[src/rtl/core/ppg_pkg.sv]
`default_nettype none
package ppg_pkg;

	localparam int unsigned PERIOD_BITS_DEF = 24;
	localparam int unsigned COUNT_BITS_DEF  = 16;
	localparam int unsigned BURST_BITS_DEF  = 8;
	localparam int unsigned MIN_PERIOD_DEF  = 250;

	localparam int unsigned PERIOD_RESET = 250000;

	localparam int unsigned CFG_DATA_BITS = 32;
	localparam int unsigned CFG_IDX_BITS  = 3;
	localparam int unsigned AMP_BITS      = 8;
	localparam int unsigned OUT_CNT_BITS  = 16;

	typedef enum logic [1:0] {
		OP_TICK  = 2'd0,
		OP_START = 2'd1,
		OP_STOP  = 2'd2,
		OP_SHOT  = 2'd3
	} op_t;

	typedef enum logic [CFG_IDX_BITS-1:0] {
		REG_PERIOD     = 3'd0,
		REG_AMPLITUDE  = 3'd1,
		REG_CONTINUOUS = 3'd2,
		REG_EXT_TRIG   = 3'd3,
		REG_BURST_LEN  = 3'd4
	} cfg_idx_t;

endpackage
`default_nettype wire

[src/rtl/core/programmable_pulse_generator_core.sv]
`default_nettype none
// Programmable pulse train generator. Each input beat is one tick of the pulse timebase
// carrying a command (tick, start, stop, single shot) and the trigger pin level; each
// input beat yields exactly one result beat with pulse, busy, burst-active, the wrapping
// pulse count and the drive level. An input beat passes an input register, then the
// next-state logic into the result register; the input register holds a beat while
// the result register is full and not taken, and one beat per cycle is sustained as long as
// results are taken.
// Configuration writes are always ready and take effect at once; write them while idle.
module programmable_pulse_generator_core
	import ppg_pkg::*;
#(
	parameter int unsigned PERIOD_BITS = PERIOD_BITS_DEF,
	parameter int unsigned COUNT_BITS  = COUNT_BITS_DEF,
	parameter int unsigned BURST_BITS  = BURST_BITS_DEF,
	parameter int unsigned MIN_PERIOD  = MIN_PERIOD_DEF
) (
	input  wire logic                     clk,
	input  wire logic                     arst_n,
	input  wire logic                     in_valid,
	output logic                          in_ready,
	input  wire logic [1:0]               opcode,
	input  wire logic                     trigger_in,
	output logic                          out_valid,
	input  wire logic                     out_ready,
	output logic                          pulse_out,
	output logic                          busy_res,
	output logic                          burst_active,
	output logic      [OUT_CNT_BITS-1:0]  pulse_count,
	output logic      [AMP_BITS-1:0]      drive_level,
	input  wire logic                     cfg_valid,
	output logic                          cfg_ready,
	input  wire logic [CFG_IDX_BITS-1:0]  cfg_index,
	input  wire logic [CFG_DATA_BITS-1:0] cfg_data
);

	logic [PERIOD_BITS-1:0] period_len;
	logic [AMP_BITS-1:0]    amplitude_level;
	logic                   continuous_mode;
	logic                   ext_trig_en;
	logic [BURST_BITS-1:0]  burst_length;

	logic       valid_s1;
	logic [1:0] opcode_s1;
	logic       trig_s1;
	logic       advance;

	assign cfg_ready = 1'b1;
	assign advance   = valid_s1 && (!out_valid || out_ready);
	assign in_ready  = !valid_s1 || advance;

	always_ff @(posedge clk or negedge arst_n) begin
		if (!arst_n) begin
			valid_s1 <= 1'b0;
		end else if (in_ready) begin
			valid_s1 <= in_valid;
		end
	end

	always_ff @(posedge clk) begin
		if (in_valid && in_ready) begin
			opcode_s1 <= opcode;
			trig_s1   <= trigger_in;
		end
	end

	ppg_cfg_regs #(
		.PERIOD_BITS(PERIOD_BITS),
		.BURST_BITS (BURST_BITS)
	) u_cfg (
		.clk             (clk),
		.arst_n          (arst_n),
		.wr_en           (cfg_valid && cfg_ready),
		.wr_index        (cfg_index),
		.wr_data         (cfg_data),
		.period_len      (period_len),
		.amplitude_level (amplitude_level),
		.continuous_mode (continuous_mode),
		.ext_trig_en     (ext_trig_en),
		.burst_length    (burst_length)
	);

	ppg_engine #(
		.PERIOD_BITS(PERIOD_BITS),
		.COUNT_BITS (COUNT_BITS),
		.BURST_BITS (BURST_BITS),
		.MIN_PERIOD (MIN_PERIOD)
	) u_engine (
		.clk             (clk),
		.arst_n          (arst_n),
		.take            (advance),
		.opcode          (opcode_s1),
		.trigger_in      (trig_s1),
		.period_len      (period_len),
		.amplitude_level (amplitude_level),
		.continuous_mode (continuous_mode),
		.ext_trig_en     (ext_trig_en),
		.burst_length    (burst_length),
		.out_ready       (out_ready),
		.out_valid       (out_valid),
		.pulse_out       (pulse_out),
		.busy_res        (busy_res),
		.burst_active    (burst_active),
		.pulse_count     (pulse_count),
		.drive_level     (drive_level)
	);

endmodule
`default_nettype wire

[src/rtl/core/ppg_cfg_regs.sv]
`default_nettype none
module ppg_cfg_regs
	import ppg_pkg::*;
#(
	parameter int unsigned PERIOD_BITS = PERIOD_BITS_DEF,
	parameter int unsigned BURST_BITS  = BURST_BITS_DEF
) (
	input  wire logic                     clk,
	input  wire logic                     arst_n,
	input  wire logic                     wr_en,
	input  wire logic [CFG_IDX_BITS-1:0]  wr_index,
	input  wire logic [CFG_DATA_BITS-1:0] wr_data,
	output logic      [PERIOD_BITS-1:0]   period_len,
	output logic      [AMP_BITS-1:0]      amplitude_level,
	output logic                          continuous_mode,
	output logic                          ext_trig_en,
	output logic      [BURST_BITS-1:0]    burst_length
);

	logic [PERIOD_BITS-1:0] period_q;
	logic [AMP_BITS-1:0]    amp_q;
	logic                   cont_q;
	logic                   ext_q;
	logic [BURST_BITS-1:0]  burst_q;

	always_ff @(posedge clk or negedge arst_n) begin
		if (!arst_n) begin
			period_q <= PERIOD_BITS'(PERIOD_RESET);
			amp_q    <= '0;
			cont_q   <= 1'b0;
			ext_q    <= 1'b0;
			burst_q  <= '0;
		end else if (wr_en) begin
			case (cfg_idx_t'(wr_index))
				REG_PERIOD:     period_q <= wr_data[PERIOD_BITS-1:0];
				REG_AMPLITUDE:  amp_q    <= wr_data[AMP_BITS-1:0];
				REG_CONTINUOUS: cont_q   <= wr_data[0];
				REG_EXT_TRIG:   ext_q    <= wr_data[0];
				REG_BURST_LEN:  burst_q  <= wr_data[BURST_BITS-1:0];
				default: ;
			endcase
		end
	end

	assign period_len      = period_q;
	assign amplitude_level = amp_q;
	assign continuous_mode = cont_q;
	assign ext_trig_en     = ext_q;
	assign burst_length    = burst_q;

endmodule
`default_nettype wire

[src/rtl/core/ppg_engine.sv]
`default_nettype none
module ppg_engine
	import ppg_pkg::*;
#(
	parameter int unsigned PERIOD_BITS = PERIOD_BITS_DEF,
	parameter int unsigned COUNT_BITS  = COUNT_BITS_DEF,
	parameter int unsigned BURST_BITS  = BURST_BITS_DEF,
	parameter int unsigned MIN_PERIOD  = MIN_PERIOD_DEF
) (
	input  wire logic                    clk,
	input  wire logic                    arst_n,
	input  wire logic                    take,
	input  wire logic [1:0]              opcode,
	input  wire logic                    trigger_in,
	input  wire logic [PERIOD_BITS-1:0]  period_len,
	input  wire logic [AMP_BITS-1:0]     amplitude_level,
	input  wire logic                    continuous_mode,
	input  wire logic                    ext_trig_en,
	input  wire logic [BURST_BITS-1:0]   burst_length,
	input  wire logic                    out_ready,
	output logic                         out_valid,
	output logic                         pulse_out,
	output logic                         busy_res,
	output logic                         burst_active,
	output logic      [OUT_CNT_BITS-1:0] pulse_count,
	output logic      [AMP_BITS-1:0]     drive_level
);

	localparam int unsigned CMP_BITS = ((PERIOD_BITS > 17) ? PERIOD_BITS : 17) + 1;

	logic                   running_q;
	logic [PERIOD_BITS-1:0] tick_cnt_q;
	logic [BURST_BITS-1:0]  burst_left_q;
	logic                   single_q;
	logic [COUNT_BITS-1:0]  fired_q;
	logic                   trig_prev_q;

	logic                   running_n;
	logic [PERIOD_BITS-1:0] tick_cnt_n;
	logic [BURST_BITS-1:0]  burst_left_n;
	logic                   single_n;
	logic [COUNT_BITS-1:0]  fired_n;
	logic                   fire;
	logic                   started;
	logic                   ev;
	logic                   edge_det;
	logic [CMP_BITS-1:0]    cnt_inc;
	logic                   period_hit;

	logic                    out_valid_q;
	logic                    pulse_q;
	logic                    busy_q;
	logic                    burst_act_q;
	logic [AMP_BITS-1:0]     drive_q;

	assign edge_det   = trigger_in && !trig_prev_q;
	assign cnt_inc    = CMP_BITS'(tick_cnt_q) + CMP_BITS'(1);
	assign period_hit = (cnt_inc >= CMP_BITS'(period_len))
		&& (cnt_inc >= CMP_BITS'(MIN_PERIOD));

	always_comb begin
		running_n    = running_q;
		tick_cnt_n   = tick_cnt_q;
		burst_left_n = burst_left_q;
		single_n     = single_q;
		fire         = 1'b0;
		started      = 1'b0;
		ev           = 1'b0;
		case (op_t'(opcode))
			OP_START: begin
				if (single_q) begin
					fire     = 1'b1;
					single_n = 1'b0;
				end
				running_n    = 1'b1;
				tick_cnt_n   = '0;
				burst_left_n = burst_length;
				started      = 1'b1;
			end
			OP_STOP: begin
				running_n    = 1'b0;
				tick_cnt_n   = '0;
				burst_left_n = '0;
				single_n     = 1'b0;
			end
			default: begin
				if (single_q) begin
					fire     = 1'b1;
					single_n = 1'b0;
				end else if (op_t'(opcode) == OP_SHOT && !running_q) begin
					single_n = 1'b1;
				end
			end
		endcase

		if (running_n && !started) begin
			if (ext_trig_en) begin
				tick_cnt_n = '0;
				ev         = edge_det;
			end else if (period_hit) begin
				tick_cnt_n = '0;
				ev         = 1'b1;
			end else begin
				tick_cnt_n = cnt_inc[PERIOD_BITS-1:0];
			end
			if (ev) begin
				fire = 1'b1;
				if (burst_length != '0) begin
					if (burst_left_q <= BURST_BITS'(1)) begin
						burst_left_n = '0;
						running_n    = 1'b0;
					end else begin
						burst_left_n = burst_left_q - BURST_BITS'(1);
					end
				end else begin
					burst_left_n = '0;
					if (!continuous_mode) begin
						running_n = 1'b0;
					end
				end
				if (!running_n) begin
					tick_cnt_n = '0;
				end
			end
		end

		fired_n = fire ? fired_q + COUNT_BITS'(1) : fired_q;
	end

	always_ff @(posedge clk or negedge arst_n) begin
		if (!arst_n) begin
			running_q    <= 1'b0;
			tick_cnt_q   <= '0;
			burst_left_q <= '0;
			single_q     <= 1'b0;
			fired_q      <= '0;
			trig_prev_q  <= 1'b0;
			out_valid_q  <= 1'b0;
		end else begin
			if (take) begin
				running_q    <= running_n;
				tick_cnt_q   <= tick_cnt_n;
				burst_left_q <= burst_left_n;
				single_q     <= single_n;
				fired_q      <= fired_n;
				trig_prev_q  <= trigger_in;
				out_valid_q  <= 1'b1;
			end else if (out_ready) begin
				out_valid_q  <= 1'b0;
			end
		end
	end

	// result beat payload
	always_ff @(posedge clk) begin
		if (take) begin
			pulse_q     <= fire;
			busy_q      <= running_n || single_n;
			burst_act_q <= burst_left_n != '0;
			drive_q     <= fire ? amplitude_level : '0;
		end
	end

	assign out_valid    = out_valid_q;
	assign pulse_out    = pulse_q;
	assign busy_res     = busy_q;
	assign burst_active = burst_act_q;
	assign pulse_count  = OUT_CNT_BITS'(fired_q);
	assign drive_level  = drive_q;

endmodule
`default_nettype wire

[config.mk]
export PLATFORM = sky130hd
export DESIGN_NAME = programmable_pulse_generator_core
export DESIGN_NICKNAME = d
export VERILOG_FILES = /design/src/rtl/core/ppg_pkg.sv /design/src/rtl/core/programmable_pulse_generator_core.sv /design/src/rtl/core/ppg_cfg_regs.sv /design/src/rtl/core/ppg_engine.sv
export SDC_FILE = /design/constraint.sdc
export NUM_CORES = 1
export LEC_CHECK = 0
export ABC_CLOCK_PERIOD_IN_PS = 5100
export BUFFER_PORTS_ARGS = -buffer_cell sky130_fd_sc_hd__buf_2
export CELL_PAD_IN_SITES_DETAIL_PLACEMENT = 0
export CELL_PAD_IN_SITES_GLOBAL_PLACEMENT = 1
export CORE_MARGIN = 4
export CORE_UTILIZATION = 47
export CTS_CLUSTER_SIZE = 24
export DETAILED_ROUTE_END_ITERATION = 6
export PLACE_DENSITY = 0.81
export SETUP_SLACK_MARGIN = 0.05
export SLEW_MARGIN = 25
export SYNTH_ARGS = -nofsm -noshare
export SYNTH_HDL_FRONTEND = slang
export SYNTH_HIERARCHICAL = 1
export SYNTH_SLANG_ARGS = --single-unit
[constraint.sdc]
create_clock -name clk -period 5.1 [get_ports clk]
set_clock_uncertainty 0.1 [all_clocks]
set_input_delay 1.02 -clock clk [delete_from_list [all_inputs] [get_ports clk]]
set_output_delay 1.02 -clock clk [all_outputs]
set_load 0.005 [all_outputs]
==> impl_results.md <==
- Count of state elements after synthesis: 109
- Insertion delay to the later sink of the worst-skew pair: 0.36 ns
- Ratio of total power to cell area: 322.5 nW/um2
- Post-synthesis cell type with the largest combined area: sky130_fd_sc_hd__dfrtp_1
- Overall die area: 15610 um2
- Startpoint Class: flop
- Category of the worst setup path capture point: flop
- Total of warnings raised by yosys: 6
- Most repeated cell in the gate-level netlist after synthesis: sky130_fd_sc_hd__dfrtp_1
- Post-DRT Antenna Nets: 0
- Hold/Removal Path Class: flop to flop
- Synth top cells by count: sky130_fd_sc_hd__dfrtp_1, sky130_fd_sc_hd__mux2_2, sky130_fd_sc_hd__inv_1, sky130_fd_sc_hd__nand2_1, sky130_fd_sc_hd__xnor2_1
- Post-cts resize count: 0
- Wire length of the first global-routing pass: 23.75 mm
- Antenna cells: 0
- PortBufs: 63
- Max-Slew Margin vs Limit: 0.4316
- H-tree levels: 3
- Pins Over Slew Limit: 0
- Number of I/O pins: 73
- Detail Placement HPWL: 10.34 mm
- Outcome: completed
- Setup violations, final: 0
- Starting Density: 0.4832
- Num rows: 42
- Filler cell count: 1190
- Maximum capacitance violations: 0
- Number of buffers inserted by post-CTS setup repair: 0
- VDD IR max: 0.1724 mV
- Maximum root-to-sink buffer count: 2
- Non-filler instance count after layout: 835
- Routed via count: 4794
- Number of detailed-routing iterations run before antenna repair: 4
- Final layout net count: 725
- Setup TNS: 0 ns
- Max FO, Critical Path: 12
- Critical path class: flop to flop
- Detailed-route vias per instance: 5.741
- Synth async-reset ratio: 0.8716
- Count of routing violations after the opening detailed-route iteration: 335
- Main synth FF type: sky130_fd_sc_hd__dfrtp_1
- Avg Cell Area, Syn: 10.69 um2
- DRC violations left: 0
- Detailed-route wire length per cell: 17.10 um
- Vertical die dimension: 124.9 um
- Vias in the first global route: 4724
- Residual overflow from global routing: 0
- Portion of the clock cycle consumed by the worst path in the final layout: 0.8891
- Antenna violations before repair: 0
- Transition time of the tightest slew-check pin: 0.8526 ns
- Final setup slack of the worst path: 0.5655 ns
- Largest net degree at the start of global routing: 67
- Unrepaired setup endpoints after global routing: no
- Cell area after synthesis: 6425 um2
- Min Clock Period, post-route: 4.534 ns
- Proportion of netlist area held by the largest area contributor: 0.3427
- Count of cell types in the netlist: 80
- Routed Wire Length: 14.28 mm
- Clock-pin slew reported for the worst setup and hold paths after clock tree synthesis: 0.08 ns
- Area used by multi-input combinational logic: 3306 um2
- Final worst hold slack: 0.3677 ns
- Number of clock sinks: 109
- Clock tree from TritonCTS: done
- Total track usage: 0.1847
- Fmax achieved: 220.5 MHz
- Proportion of synthesized chip area in sequential cells: 0.4368
- Total CTS buffers: 9
- Post-synthesis to final-layout area growth: 11.90%
- Clock tree root buffer cell: sky130_fd_sc_hd__clkbuf_16
- Place WS: 0.6245 ns
- Routability cong.: 0.8396
- Gate count after technology mapping: 601
- Post-synth EDFFs: 14
- Synth area leaders: sky130_fd_sc_hd__dfrtp_1, sky130_fd_sc_hd__mux2_2, sky130_fd_sc_hd__edfxtp_1
- Syn Nets: 672
- Required time worst endpoint: 5.25 ns
- Leakage power figure: 3.262 nW
- Number of hold-slack violations in the final timing report: 0
- X dimension of the die: 124.9 um
- Sequential cell area: 2806 um2
- Arrival time worst endpoint: 4.68 ns
- Number of hold buffers added after CTS: 0
- # placed instances: 819
- Core area: 13300 um2
- Share of post-route cells with drive strength above 1: 0.2519
## metal layers
metal,vias to the layer above,wire (um),track usage
met5,-,0,0
met4,0,190,0.07143
met3,12,603,0.03173
met2,110,6828,0.3003
met1,2360,6653,0.2481
li1,2312,-,-
## cells in the final DEF, fill, tap and decap left out, types with 13 or more instances in the layout
| cell type | Yosys | routed |
|---|---|---|
| sky130_fd_sc_hd__dfrtp_1 | 88 | 88 |
| sky130_fd_sc_hd__buf_2 | 13 | 62 |
| sky130_fd_sc_hd__mux2_2 | 44 | 44 |
| sky130_fd_sc_hd__inv_1 | 38 | 38 |
| sky130_fd_sc_hd__nand2_1 | 33 | 33 |
| sky130_fd_sc_hd__xnor2_1 | 32 | 32 |
| sky130_fd_sc_hd__nand3_1 | 28 | 28 |
| sky130_fd_sc_hd__ha_1 | 28 | 28 |
| sky130_fd_sc_hd__nor2_1 | 26 | 26 |
| sky130_fd_sc_hd__nand4_1 | 19 | 19 |
| sky130_fd_sc_hd__edfxtp_1 | 14 | 14 |
| sky130_fd_sc_hd__o21ai_0 | 13 | 13 |
## cell families (layout without fill, tap and decap cells)
family                   count (synthesis)  count (layout)  synth area share
other                                    1               1         0.0005837
AO/OA/AOI/OAI                          106             106            0.1295
adder cells (fa/ha/maj)                 29              29           0.05609
XOR/XNOR                                41              41           0.06232
flip-flops                             109             109            0.4368
AND/OR/NAND/NOR                        198             198            0.1823
buffers and inverters                   70             128           0.05044
multiplexers                            47              47           0.08199
## state kept, by name, summed over array words and instances (netlist names), 2 cells and up
register               cells
u_engine/pulse_count      16
opcode_s1                  2
u_cfg/period_len          24
u_engine/burst_left_q      8
u_cfg/amplitude_level      8
u_cfg/burst_length         8
u_engine/tick_cnt_q       24
u_engine/drive_level       8
## where the power goes
part	internal, mW	leakage [nW]	switching, mW	total, mW
sequential	1.01	1.35	0.0927	1.10
combinational	0.229	1.76	0.246	0.475
clock	0.394	0.152	0.347	0.741
total	1.63	3.26	0.685	2.32
## area by class of cell
class	instances	share of cell area
Sequential cell	109	0.3904
Inverter	38	0.01984
Multi-Input combinational cell	422	0.4598
Clock buffer	9	0.03133
Clock inverter	7	0.01236
Timing Repair Buffer	74	0.05569
Tap cell	176	0.03063
## through the flow
stage               cell area [um2]  power [mW]    util
CTS                            7189       2.351  0.5407
global placement               6875       1.573  0.5171
global route                   7189       2.460  0.5407
floorplan                      6425       1.438       -
finish                         7189       2.319  0.5407
detailed placement             6875       1.599  0.5171
## path summary, 6_finish.rpt
path,cells after the start,slack [ns],start,to
setup / recovery,17,0.57,u_engine/tick_cnt_q[0],u_engine/burst_left_q[6]
hold / removal,1,0.37,u_engine/pulse_count[15],u_engine/pulse_count[15]
setup reg to reg,17,0.57,u_engine/tick_cnt_q[0],u_engine/burst_left_q[6]
hold reg to reg,1,0.37,u_engine/pulse_count[15],u_engine/pulse_count[15]
max in group asynchronous,2,3.25,arst_n,u_cfg/period_len[16]
min in group asynchronous,1,0.67,arst_n,u_engine/burst_left_q[2]
## worst max-delay path: stages, from the launching register on
cell	delay, ns
sky130_fd_sc_hd__dfrtp_1	0.49
sky130_fd_sc_hd__ha_1	0.27
sky130_fd_sc_hd__nand3_1	0.09
sky130_fd_sc_hd__buf_4	0.20
sky130_fd_sc_hd__nor4_4	0.39
sky130_fd_sc_hd__nand2_1	0.14
sky130_fd_sc_hd__xnor2_1	0.27
sky130_fd_sc_hd__ha_1	0.30
sky130_fd_sc_hd__a21o_1	0.16
sky130_fd_sc_hd__a21oi_1	0.31
sky130_fd_sc_hd__nand3_1	0.14
sky130_fd_sc_hd__nor4b_1	0.36
sky130_fd_sc_hd__buf_4	0.19
sky130_fd_sc_hd__o22ai_2	0.12
sky130_fd_sc_hd__a31oi_4	0.26
sky130_fd_sc_hd__or2_4	0.25
sky130_fd_sc_hd__a211oi_1	0.07
sky130_fd_sc_hd__a311o_1	0.31
(Power assumes the default switching activity.)
